[src/hdl/swlsq_pkg.sv]
// Shared types and constants for the sliding-window least-squares slope block.
// No dependencies; used by the top level, its checker and the testbench.
package swlsq_pkg;

	localparam int WINDOW_DEF = 21;

	// Fixed widths of samples, running sums and the slope arithmetic.
	localparam int X_W     = 16;
	localparam int Y_W     = 24;
	localparam int SX_W    = 21;
	localparam int SY_W    = 29;
	localparam int SXY_W   = 45;
	localparam int SXX_W   = 36;
	localparam int NUM_W   = 51;
	localparam int DEN_W   = 42;
	localparam int MUL_A_W = 25;
	localparam int MUL_B_W = 30;
	localparam int PROD_W  = MUL_A_W + MUL_B_W;
	localparam int LO_W    = 24;
	localparam int FRAC_W  = 16;
	localparam int Q_W     = 33;
	localparam int SLOPE_W = 32;

	localparam logic [SLOPE_W-1:0] SLOPE_MAX = 32'h7FFF_FFFF;
	localparam logic [SLOPE_W-1:0] SLOPE_MIN = 32'h8000_0000;

	typedef struct packed {
		logic signed [X_W-1:0] x_value;
		logic signed [Y_W-1:0] y_value;
		logic                  new_profile;
	} in_t;

	typedef struct packed {
		logic signed [SLOPE_W-1:0] slope_out;
		logic                      degenerate;
		logic                      saturated;
	} out_t;

endpackage

[src/hdl/sliding_window_lsq_slope.sv]
// Sliding-window least-squares slope: window store, running sums, a shared 25x30
// multiply-accumulate unit and a 33-step restoring divider.
// A result is produced for an input beat only with a full window; a zero denominator or
// an out-of-range slope skips the divider. A new input beat is taken only once the block
// is idle again after the last one (accept, load, multiply slots, check, divide steps,
// result), later while a result beat waits. Async reset.
module sliding_window_lsq_slope
	import swlsq_pkg::*;
#(
	parameter int WINDOW = WINDOW_DEF
) (
	input  logic clk,
	input  logic arst_n,
	input  logic in_valid,
	output logic in_ready,
	input  in_t  in_data,
	output logic out_valid,
	input  logic out_ready,
	output out_t out_data
);

	localparam int SLOT_W = (WINDOW > 1) ? $clog2(WINDOW) : 1;
	localparam int FILL_W = $clog2(WINDOW + 1);
	localparam int ACC_W  = NUM_W;
	localparam int HI_W   = NUM_W - FRAC_W - 1;
	localparam int CNT_W  = $clog2(Q_W);

	typedef enum logic [2:0] {
		S_IDLE, S_LOAD, S_MUL, S_CHK, S_DIV, S_FIN
	} state_t;

	typedef enum logic [3:0] {
		MS_XY, MS_OXY, MS_XX, MS_OXX, MS_SXSY, MS_SXSX,
		MS_NXY_LO, MS_NXY_HI, MS_NXX_LO, MS_NXX_HI, MS_DONE
	} mstep_t;

	state_t state_q;
	mstep_t step_q, tag_s1;
	logic   pv_s1;

	logic signed [X_W-1:0] x_mem [WINDOW];
	logic signed [Y_W-1:0] y_mem [WINDOW];

	logic signed [X_W-1:0]   x_q, ox_q;
	logic signed [Y_W-1:0]   y_q, oy_q;
	logic                    full_q, emit_q;
	logic [SLOT_W-1:0]       slot_q;
	logic [FILL_W-1:0]       fill_q;
	logic signed [SX_W-1:0]  sum_x_q;
	logic signed [SY_W-1:0]  sum_y_q;
	logic signed [SXY_W-1:0] sum_xy_q;
	logic signed [SXX_W-1:0] sum_xx_q;
	logic signed [NUM_W-1:0] num_q;
	logic signed [DEN_W-1:0] den_q;
	logic signed [PROD_W-1:0] p_s1;

	logic                 neg_q, degen_q, ovf_q;
	logic [DEN_W-1:0]     rem_q;
	logic [Q_W-1:0]       dvd_q, quo_q;
	logic [CNT_W-1:0]     cnt_q;
	logic                 out_valid_q;
	out_t                 out_q;

	logic                     accept;
	logic [SLOT_W-1:0]        slot_eff;
	logic [FILL_W-1:0]        fill_eff;
	logic signed [X_W-1:0]    oxm;
	logic signed [Y_W-1:0]    oym;
	logic signed [MUL_A_W-1:0] opa;
	logic signed [MUL_B_W-1:0] opb;
	logic signed [ACC_W-1:0]  acc_cur, acc_add, acc_new;
	logic                     acc_sub;
	logic [NUM_W-1:0]         mag;
	logic [HI_W-1:0]          mag_hi;
	logic [DEN_W:0]           rem_sh;
	logic                     rem_ge;
	logic                     pos_sat, neg_sat;
	logic [SLOPE_W-1:0]       slope_res;

	assign accept    = in_valid && in_ready;
	assign in_ready  = (state_q == S_IDLE);
	assign out_valid = out_valid_q;
	assign out_data  = out_q;

	assign slot_eff = in_data.new_profile ? '0 : slot_q;
	assign fill_eff = in_data.new_profile ? '0 : fill_q;

	// Old pair counts only once the window has wrapped.
	assign oxm = full_q ? ox_q : '0;
	assign oym = full_q ? oy_q : '0;

	// Window store: write the entering pair, read the leaving one at the same slot.
	always_ff @(posedge clk) begin
		if (accept) begin
			x_mem[slot_eff] <= in_data.x_value;
			y_mem[slot_eff] <= in_data.y_value;
			ox_q            <= x_mem[slot_eff];
			oy_q            <= y_mem[slot_eff];
		end
	end

	// Operand select for the shared multiplier.
	always_comb begin
		opa = '0;
		opb = '0;
		unique case (step_q)
			MS_XY: begin
				opa = MUL_A_W'(x_q);
				opb = MUL_B_W'(y_q);
			end
			MS_OXY: begin
				opa = MUL_A_W'(oxm);
				opb = MUL_B_W'(oym);
			end
			MS_XX: begin
				opa = MUL_A_W'(x_q);
				opb = MUL_B_W'(x_q);
			end
			MS_OXX: begin
				opa = MUL_A_W'(oxm);
				opb = MUL_B_W'(oxm);
			end
			MS_SXSY: begin
				opa = MUL_A_W'(sum_x_q);
				opb = MUL_B_W'(sum_y_q);
			end
			MS_SXSX: begin
				opa = MUL_A_W'(sum_x_q);
				opb = MUL_B_W'(sum_x_q);
			end
			MS_NXY_LO: begin
				opa = MUL_A_W'(WINDOW);
				opb = MUL_B_W'({1'b0, sum_xy_q[LO_W-1:0]});
			end
			MS_NXY_HI: begin
				opa = MUL_A_W'(WINDOW);
				opb = MUL_B_W'($signed(sum_xy_q[SXY_W-1:LO_W]));
			end
			MS_NXX_LO: begin
				opa = MUL_A_W'(WINDOW);
				opb = MUL_B_W'({1'b0, sum_xx_q[LO_W-1:0]});
			end
			MS_NXX_HI: begin
				opa = MUL_A_W'(WINDOW);
				opb = MUL_B_W'($signed(sum_xx_q[SXX_W-1:LO_W]));
			end
			default: begin
				opa = '0;
				opb = '0;
			end
		endcase
	end

	// Shared accumulate adder: target, sign and shift follow the product's tag.
	always_comb begin
		acc_cur = '0;
		acc_sub = 1'b0;
		acc_add = ACC_W'(p_s1);
		unique case (tag_s1)
			MS_XY:     acc_cur = ACC_W'(sum_xy_q);
			MS_OXY: begin
				acc_cur = ACC_W'(sum_xy_q);
				acc_sub = 1'b1;
			end
			MS_XX:     acc_cur = ACC_W'(sum_xx_q);
			MS_OXX: begin
				acc_cur = ACC_W'(sum_xx_q);
				acc_sub = 1'b1;
			end
			MS_SXSY: begin
				acc_cur = num_q;
				acc_sub = 1'b1;
			end
			MS_SXSX: begin
				acc_cur = ACC_W'(den_q);
				acc_sub = 1'b1;
			end
			MS_NXY_LO: acc_cur = num_q;
			MS_NXY_HI: begin
				acc_cur = num_q;
				acc_add = ACC_W'(p_s1) <<< LO_W;
			end
			MS_NXX_LO: acc_cur = ACC_W'(den_q);
			MS_NXX_HI: begin
				acc_cur = ACC_W'(den_q);
				acc_add = ACC_W'(p_s1) <<< LO_W;
			end
			default:   acc_cur = '0;
		endcase
		acc_new = acc_sub ? (acc_cur - acc_add) : (acc_cur + acc_add);
	end

	// Divider datapath and result formatting.
	assign mag    = num_q[NUM_W-1] ? NUM_W'(-num_q) : NUM_W'(num_q);
	assign mag_hi = mag[NUM_W-1:FRAC_W+1];
	assign rem_sh = {rem_q, dvd_q[Q_W-1]};
	assign rem_ge = (rem_sh >= {1'b0, den_q});

	assign pos_sat = quo_q[Q_W-1] | quo_q[Q_W-2];
	assign neg_sat = quo_q[Q_W-1] | (quo_q[Q_W-2] & (|quo_q[Q_W-3:0]));

	always_comb begin
		if (neg_q) begin
			slope_res = (0 - quo_q[SLOPE_W-1:0]);
		end else begin
			slope_res = quo_q[SLOPE_W-1:0];
		end
	end

	always_ff @(posedge clk or negedge arst_n) begin
		if (!arst_n) begin
			state_q     <= S_IDLE;
			step_q      <= MS_XY;
			tag_s1      <= MS_XY;
			pv_s1       <= 1'b0;
			p_s1        <= '0;
			x_q         <= '0;
			y_q         <= '0;
			slot_q      <= '0;
			fill_q      <= '0;
			full_q      <= 1'b0;
			emit_q      <= 1'b0;
			sum_x_q     <= '0;
			sum_y_q     <= '0;
			sum_xy_q    <= '0;
			sum_xx_q    <= '0;
			num_q       <= '0;
			den_q       <= '0;
			out_valid_q <= 1'b0;
			out_q       <= '0;
			rem_q       <= '0;
			dvd_q       <= '0;
			quo_q       <= '0;
			cnt_q       <= '0;
			degen_q     <= 1'b0;
			ovf_q       <= 1'b0;
			neg_q       <= 1'b0;
		end else begin
			// S_FIN either holds the beat or replaces it, so it never clears here.
			if (out_valid_q && out_ready && (state_q != S_FIN)) begin
				out_valid_q <= 1'b0;
			end
			unique case (state_q)
				S_IDLE: begin
					if (accept) begin
						x_q    <= in_data.x_value;
						y_q    <= in_data.y_value;
						full_q <= (fill_eff >= FILL_W'(WINDOW));
						emit_q <= (fill_eff >= FILL_W'(WINDOW - 1));
						slot_q <= (slot_eff == SLOT_W'(WINDOW - 1)) ? '0 : slot_eff + 1'b1;
						if (fill_eff < FILL_W'(WINDOW)) begin
							fill_q <= fill_eff + 1'b1;
						end else begin
							fill_q <= fill_eff;
						end
						if (in_data.new_profile) begin
							sum_x_q  <= '0;
							sum_y_q  <= '0;
							sum_xy_q <= '0;
							sum_xx_q <= '0;
						end
						state_q <= S_LOAD;
					end
				end
				S_LOAD: begin
					sum_x_q <= sum_x_q + SX_W'(x_q) - SX_W'(oxm);
					sum_y_q <= sum_y_q + SY_W'(y_q) - SY_W'(oym);
					num_q   <= '0;
					den_q   <= '0;
					step_q  <= MS_XY;
					state_q <= S_MUL;
				end
				S_MUL: begin
					// Issue one product a cycle; fold the previous one in.
					if (step_q != MS_DONE) begin
						p_s1   <= opa * opb;
						tag_s1 <= step_q;
						pv_s1  <= 1'b1;
						step_q <= mstep_t'(step_q + 4'd1);
					end else begin
						pv_s1   <= 1'b0;
						state_q <= emit_q ? S_CHK : S_IDLE;
					end
					if (pv_s1) begin
						unique case (tag_s1)
							MS_XY, MS_OXY:   sum_xy_q <= SXY_W'(acc_new);
							MS_XX, MS_OXX:   sum_xx_q <= SXX_W'(acc_new);
							MS_SXSY, MS_NXY_LO, MS_NXY_HI: num_q <= acc_new;
							MS_SXSX, MS_NXX_LO, MS_NXX_HI: den_q <= DEN_W'(acc_new);
							default: ;
						endcase
					end
				end
				S_CHK: begin
					neg_q   <= num_q[NUM_W-1];
					degen_q <= 1'b0;
					ovf_q   <= 1'b0;
					priority if (den_q[DEN_W-1] || (den_q == '0)) begin
						degen_q <= 1'b1;
						state_q <= S_FIN;
					end else if (DEN_W'(mag_hi) >= $unsigned(den_q)) begin
						// Quotient would not fit in 33 bits: clamp without dividing.
						ovf_q   <= 1'b1;
						state_q <= S_FIN;
					end else begin
						rem_q   <= DEN_W'(mag_hi);
						dvd_q   <= {mag[FRAC_W:0], {FRAC_W{1'b0}}};
						quo_q   <= '0;
						cnt_q   <= CNT_W'(Q_W - 1);
						state_q <= S_DIV;
					end
				end
				S_DIV: begin
					rem_q <= rem_ge ? DEN_W'(rem_sh - {1'b0, den_q}) : DEN_W'(rem_sh);
					dvd_q <= {dvd_q[Q_W-2:0], 1'b0};
					quo_q <= {quo_q[Q_W-2:0], rem_ge};
					cnt_q <= cnt_q - 1'b1;
					if (cnt_q == '0) begin
						state_q <= S_FIN;
					end
				end
				S_FIN: begin
					// Hold until the previous result beat has gone.
					if (!out_valid_q || out_ready) begin
						out_valid_q <= 1'b1;
						priority if (degen_q) begin
							out_q.slope_out  <= '0;
							out_q.degenerate <= 1'b1;
							out_q.saturated  <= 1'b0;
						end else if (ovf_q || (neg_q ? neg_sat : pos_sat)) begin
							out_q.slope_out  <= neg_q ? SLOPE_MIN : SLOPE_MAX;
							out_q.degenerate <= 1'b0;
							out_q.saturated  <= 1'b1;
						end else begin
							out_q.slope_out  <= slope_res;
							out_q.degenerate <= 1'b0;
							out_q.saturated  <= 1'b0;
						end
						state_q <= S_IDLE;
					end
				end
				default: state_q <= S_IDLE;
			endcase
		end
	end

endmodule

[config.mk]
export PLATFORM = sky130hd
export DESIGN_NAME = sliding_window_lsq_slope
export DESIGN_NICKNAME = d
export VERILOG_FILES = /design/src/hdl/swlsq_pkg.sv /design/src/hdl/sliding_window_lsq_slope.sv
export SDC_FILE = /design/constraint.sdc
export NUM_CORES = 2
export LEC_CHECK = 0
export ABC_AREA = 1
export BUFFER_PORTS_ARGS = -buffer_cell sky130_fd_sc_hd__buf_2
export CAP_MARGIN = 15
export CORE_MARGIN = 2
export CORE_UTILIZATION = 40
export CTS_CLUSTER_SIZE = 12
export DETAILED_ROUTE_END_ITERATION = 16
export GPL_ROUTABILITY_DRIVEN = 0
export HOLD_SLACK_MARGIN = 0.08
export PLACE_DENSITY = 0.6
export SLEW_MARGIN = 20
export SYNTH_ARGS = -nofsm -noshare
export SYNTH_HDL_FRONTEND = slang
export SYNTH_SLANG_ARGS = --single-unit
[constraint.sdc]
create_clock -name clk -period 6.7 [get_ports clk]
set_input_delay 0 -clock clk [delete_from_list [all_inputs] [get_ports clk]]
set_output_delay 0 -clock clk [all_outputs]
set_load 0.01 [all_outputs]
======== Yosys cells after proc, flatten, opt, wreduce, memory -nomap -nowiden ========
Memories as Yosys holds them, arrays and structs flattened. A register that Yosys moved wholly into a read port is not among the register bits.
Index checks and enable logic that the tools add are counted.
operators by class
  add/subtract/negate cells ............... 13
  magnitude comparators ................... 5
  multiply operators ...................... 1
  reductions and logical operators ........ 38
  bitwise logic cells ..................... 3
  equal/unequal tests ..................... 39
  mux-type cells .......................... 72
operator list
  kind                                                            count
  30-bit one-hot mux with 10 select lines                         1
  51-bit 2-to-1 mux                                               5
  42-bit 2-to-1 mux                                               5
  51-bit one-hot mux with 4 select lines                          1
  45-bit 2-to-1 mux                                               4
  42-bit one-hot mux with 2 select lines                          2
  36-bit 2-to-1 mux                                               4
  33-bit 2-to-1 mux                                               4
  33-bit one-hot mux with 2 select lines                          2
  51-bit one-hot mux with 2 select lines                          1
  25-bit one-hot mux with 4 select lines                          1
  45-bit one-hot mux with 2 select lines                          1
  36-bit one-hot mux with 2 select lines                          1
  34-bit 2-to-1 mux                                               2
  32-bit 2-to-1 mux                                               2
  29-bit 2-to-1 mux                                               2
  29-bit one-hot mux with 2 select lines                          1
  51-bit adder                                                    1
  25-bit by 30-bit multiplier with 51-bit output                  1
  51-bit negator                                                  1
  51-bit subtractor                                               1
  43-bit by 42-bit greater-or-equal comparator with 1-bit output  1
  34-bit by 42-bit greater-or-equal comparator with 1-bit output  1
  42-bit logical NOT                                              1
  53 further kinds                                                125
storage, ports and cells
  memory bits (writable) .................. 840
  bits of input ports ..................... 45
  logic and storage cells ................. 201
  output and inout port bits .............. 36
  register bits after elaboration ......... 491
  memories ................................ 2
memories
  memory  depth  bits a word  rd ports  clocked after Yosys merged registers in  write ports  RTL line                        source
  y_mem   21     24           1         1                                        1            sliding_window_lsq_slope.sv:42  logic signed [Y_W-1:0] y_mem [WINDOW];
  x_mem   21     16           1         1                                        1            sliding_window_lsq_slope.sv:41  logic signed [X_W-1:0] x_mem [WINDOW];

======== Depth between registers and ports, before layout ========
  depth in word-level cells ............... 8
  mapped depth ............................ 39

======== Least setup slack after synthesis ========
Ideal clock, no wire load.
  path kind ............................... register to register
  start ................................... register step_q[1]
  end ..................................... register p_s1[41]
  path buffers ............................ 1
  clock period less this slack ............ 7.315 ns
  path slack .............................. -0.615 ns
  data required time ...................... 6.570 ns
  cell stages (with the launch flop) ...... 32
  arrival time ............................ 7.185 ns
  cells stage by stage .................... dfrtp_1 > inv_1 > ha_1 > inv_1 > nor3_4 > nand2_2 > nand2_1 > inv_1 > nand3_1 > buf_1 > nand2_1 > inv_1 > fa_1 > fa_1 > inv_1 > fa_1 > inv_1 > fa_1 > fa_1 > fa_1 > inv_1 > fa_1 > inv_1 > ha_1 > a21o_1 > a31oi_1 > o21bai_1 > nor2_1 > nand3_1 > or2_2 > nand3_1 > o21ai_0
on the way
  word-level cells in the longest chain between the ends .. 4
  elaborated cells on any way between the ends .. 19
  classes of those cells .................. mul: 1; eq/ne: 10; mux: 2; reduce/logical: 6
RTL lines
  what                                                                RTL line                         source
  start, declared                                                     sliding_window_lsq_slope.sv:38   mstep_t step_q, tag_s1;
  start signal, assigned                                              sliding_window_lsq_slope.sv:279  step_q <= mstep_t'(step_q + 4'd1);
  4-bit equality test, or another cell as far along                   sliding_window_lsq_slope.sv:106  unique case (step_q)
  4-bit OR reduction (no line) or 2-bit OR reduction (tied branches)  --
  25-bit one-hot mux with 4 select lines                              sliding_window_lsq_slope.sv:106
  25-bit by 30-bit multiplier with 51-bit output                      sliding_window_lsq_slope.sv:276  p_s1 <= opa * opb;
  end signal, assigned                                                sliding_window_lsq_slope.sv:276
  end, declared                                                       sliding_window_lsq_slope.sv:55   logic signed [PROD_W-1:0] p_s1;
Several ways; a longest one is shown, not always the timed one.
A chain may end at the register's enable or synchronous reset.

======== Worst setup path in the final report ========
  start ................................... register step_q[1]
  end ..................................... register p_s1[32]
The elaborated chain is that of the path after synthesis.

==> impl_metrics.tcl <==
set metrics [dict create \
    dr_total_vias 82805 \
    die_y_um 495 \
    post-synth-top-area-fraction_pct 27.5 \
    report.final.slew_viol_count 0 \
    worst_slack_ns -1.16 \
    fmax_ghz 0.127 \
    grt_use_total_pct 27.1 \
    fillCellCount 22124 \
    ant_nets 0 \
    rsz0062_at_grt "true" \
    synth-edff-count 880 \
    cts.sinks 1355 \
    routed_wire_length_per_instance_um 22.3 \
    synthDominantAreaCellType "sky130_fd_sc_hd__edfxtp_1" \
    worst-setup-path-type "register to register" \
    ys.warnings.count 0 \
    drv.max_cap_violation_count 0 \
    synth_async_sr_flop_share_pct 35.1 \
    final.period_utilization_pct 117 \
    critical_path.slowest_cell "sky130_fd_sc_hd__fa_1" \
    crit_path_max_fanout 6 \
    placement.io_buffers 80 \
    post-synth-top-count-cell "sky130_fd_sc_hd__nand2_1" \
    drt_first_pass_iters 8 \
    failed_checks "setup timing" \
    floorplan.core_area_mm2 0.240 \
    finalNetCount 12978 \
    final_layout_size_suffix_gt1_share_pct 16.4 \
    cts.path.max_buffers 3 \
    worst_slew_pin_slew_ns 1.18 \
    clk_root_buffer_cell "sky130_fd_sc_hd__clkbuf_16" \
    synth_area_leaders "sky130_fd_sc_hd__edfxtp_1, sky130_fd_sc_hd__fa_1, sky130_fd_sc_hd__dfrtp_1, sky130_fd_sc_hd__nand2_1, sky130_fd_sc_hd__inv_1" \
    hpwl_mm 244 \
    pin_count_of_the_biggest_net_entering_global_routing 161 \
    num_rows 180 \
    start_util_pct 40.1 \
    first_global_vias 82157 \
    die_x_um 495 \
    cp_data_required_time_ns 7.33 \
    synth-main-ff-cell "sky130_fd_sc_hd__edfxtp_1" \
    io_pins 81 \
    report.final.setup_viol 40 \
    total_drc_errors_in_the_routed_layout 0 \
    crit_arrival_ns 8.49 \
    synth.net_count 12177 \
    global_route.overflow_total 0 \
    number_of_distinct_library_cell_variants_in_the_gate_level_netlist_after_synthesis 59 \
    endpoint_kind "register" \
    grt_antenna_before_repair 10 \
    hold_class "input pin to register" \
    numCtsBuffers 154 \
    detail_route.wirelength_mm 338 \
    hold_slack_ns 0.171 \
    worstSkewPairLatency_ns 0.85 \
    syn-instance-count 11024 \
    detail_route.vias_per_cell 5.47 \
    layout_min_cycle_time_ns 7.86 \
    cts_max_level 4 \
    post_placement_cell_area_mm2 0.107 \
    avgSynthCellArea_um2 8.73 \
    yosys-top-cells-count "sky130_fd_sc_hd__nand2_1, sky130_fd_sc_hd__inv_1, sky130_fd_sc_hd__o21ai_0" \
    design.die.area_mm2 0.245 \
    detailedRoute.firstIterationViolations 8796 \
    fin_area_mm2 0.117 \
    flop_and_latch_count_out_of_synthesis 1355 \
    status "finished, violations left" \
    preCtsSetupSlack_ns -1.56 \
    clock-skew-final_ns 0.101 \
    grt_pass1_wl_mm 508 \
    slew_headroom_pct 21.0 \
    syn_to_final_growth_pct 21.4 \
    hold_violations 0 \
    timing.critical_path.from_type "register" \
    clkSlewWorstSetupHoldPaths_ns 0.10 \
    part_of_the_yosys_area_used_for_sequential_elements_pct 39.8 \
    cpPeakStageDelay_ns 0.58 \
    synth_area_mm2 0.0963 \
    critical-path-top-cell-by-count "sky130_fd_sc_hd__fa_1" \
    cts_tree "yes" \
]
## through the flow
step	TNS [ns]	utilization (%)	instances
6_report	-36.75	48.7	15128
5_1_grt	-44.44	48.7	15121
4_1_cts	-32.93	48.2	15077
3_5_place_dp	-45.76	44.7	14666
3_3_place_gp	-43.20	44.7	14666
2_1_floorplan	-2.94	-	11024
## logic make-up (layout without fill, tap and decap cells)
| kind of cell | count (synthesis) | count (layout) | synth area share (%) |
|---|---|---|---|
| adder cells (fa/ha/maj) | 1108 | 1108 | 20.3 |
| XOR/XNOR | 192 | 192 | 1.75 |
| flip-flops | 1355 | 1355 | 39.8 |
| AND/OR/NAND/NOR | 3970 | 3970 | 16.7 |
| buffers and inverters | 2275 | 3185 | 9.04 |
| AO/OA/AOI/OAI | 2124 | 2125 | 12.3 |
| other | 0 | 8 | 0 |
## cells in the final DEF (no fill, tap or decap), types with 52 or more instances in the layout
cell / count
sky130_fd_sc_hd__nand4_1: 112
sky130_fd_sc_hd__o22ai_1: 281
sky130_fd_sc_hd__nor3_1: 59
sky130_fd_sc_hd__dfrtp_1: 470
sky130_fd_sc_hd__xnor2_1: 55
sky130_fd_sc_hd__clkbuf_16: 158
sky130_fd_sc_hd__ha_1: 292
sky130_fd_sc_hd__buf_4: 810
sky130_fd_sc_hd__nand3_1: 334
sky130_fd_sc_hd__nand2_1: 2141
sky130_fd_sc_hd__fa_1: 719
sky130_fd_sc_hd__o21ai_0: 1066
sky130_fd_sc_hd__edfxtp_1: 880
sky130_fd_sc_hd__a21oi_1: 335
sky130_fd_sc_hd__o211ai_1: 54
sky130_fd_sc_hd__nor2_1: 976
sky130_fd_sc_hd__xor2_1: 120
sky130_fd_sc_hd__buf_2: 79
sky130_fd_sc_hd__inv_2: 98
sky130_fd_sc_hd__dlygate4sd3_1: 52
sky130_fd_sc_hd__buf_6: 59
sky130_fd_sc_hd__inv_1: 1696
sky130_fd_sc_hd__nor2_4: 59
sky130_fd_sc_hd__buf_12: 94
sky130_fd_sc_hd__nand2_2: 70
## layer usage
| layer | GRT usage, % | vias to the layer above | part of all wire (%) |
|---|---|---|---|
| met4 | 10.5 | 8 | 4.4 |
| met2 | 43.9 | 3772 | 46 |
| met1 | 36.0 | 40747 | 40 |
| met3 | 5.24 | 752 | 8.9 |
| met5 | 0 | - | 0.015 |
| li1 | - | 37526 | - |
## path summary, 6_finish.rpt
| path | startpoint | endpoint | slack [ns] | cells after the start |
|---|---|---|---|---|
| setup / recovery | step_q[1] | p_s1[32] | -1.16 | 32 |
| hold / removal | in_data[14] | y_mem[19][13] | 0.17 | 2 |
| setup reg to reg | step_q[1] | p_s1[32] | -1.16 | 32 |
| hold reg to reg | out_data[18] | out_data[18] | 0.47 | 2 |
| max in group asynchronous | arst_n | full_q | 5.41 | 4 |
| min in group asynchronous | arst_n | out_data[9] | 0.49 | 4 |
## area by class of cell
cell class                      count  area [um^2]  share of cell area [%]
Multi-Input combinational cell   7395        52800                    45.2
Sequential cell                  1355        38300                    32.8
Timing Repair Buffer             1110         9880                    8.45
Inverter                         1809         6830                    5.84
Clock buffer                      202         4140                    3.54
Tap cell                         3185         3990                    3.41
Clock inverter                     64          866                   0.741
Antenna cell                        8         20.0                  0.0171
## critical path: cells and delay by family (launching register included)
family,cells,cell delay [ns]
flip-flops,1,0.45
buffers and inverters,10,1.07
adder cells (fa/ha/maj),9,4.09
XOR/XNOR,1,0.28
AO/OA/AOI/OAI,8,1.40
AND/OR/NAND/NOR,4,0.32
## sequential cells by signal, summed over array words and instances, names as in the netlist, 4 cells and up
register / count
y_mem: 504
x_mem: 336
num_q: 51
p_s1: 51
sum_xy_q: 45
den_q: 42
rem_q: 42
sum_xx_q: 36
out_data: 34
quo_q: 33
sum_y_q: 29
oy_q: 24
y_q: 24
sum_x_q: 21
dvd_q: 17
ox_q: 16
x_q: 16
cnt_q: 6
fill_q: 5
slot_q: 5
step_q: 4
tag_s1: 4
## timing repair
item,CTS,global route
buffers inserted,93,44
cloned,4,3
hold endpoints to repair,1400,0
pin swaps,134,127
endpoints found under the setup margin,41,42
resized for setup,412,248
hold buffers,53,0
Power is left out: the tool's default activity adds up to more than one toggle a clock period on the data nets, which glitch-free logic cannot reach.
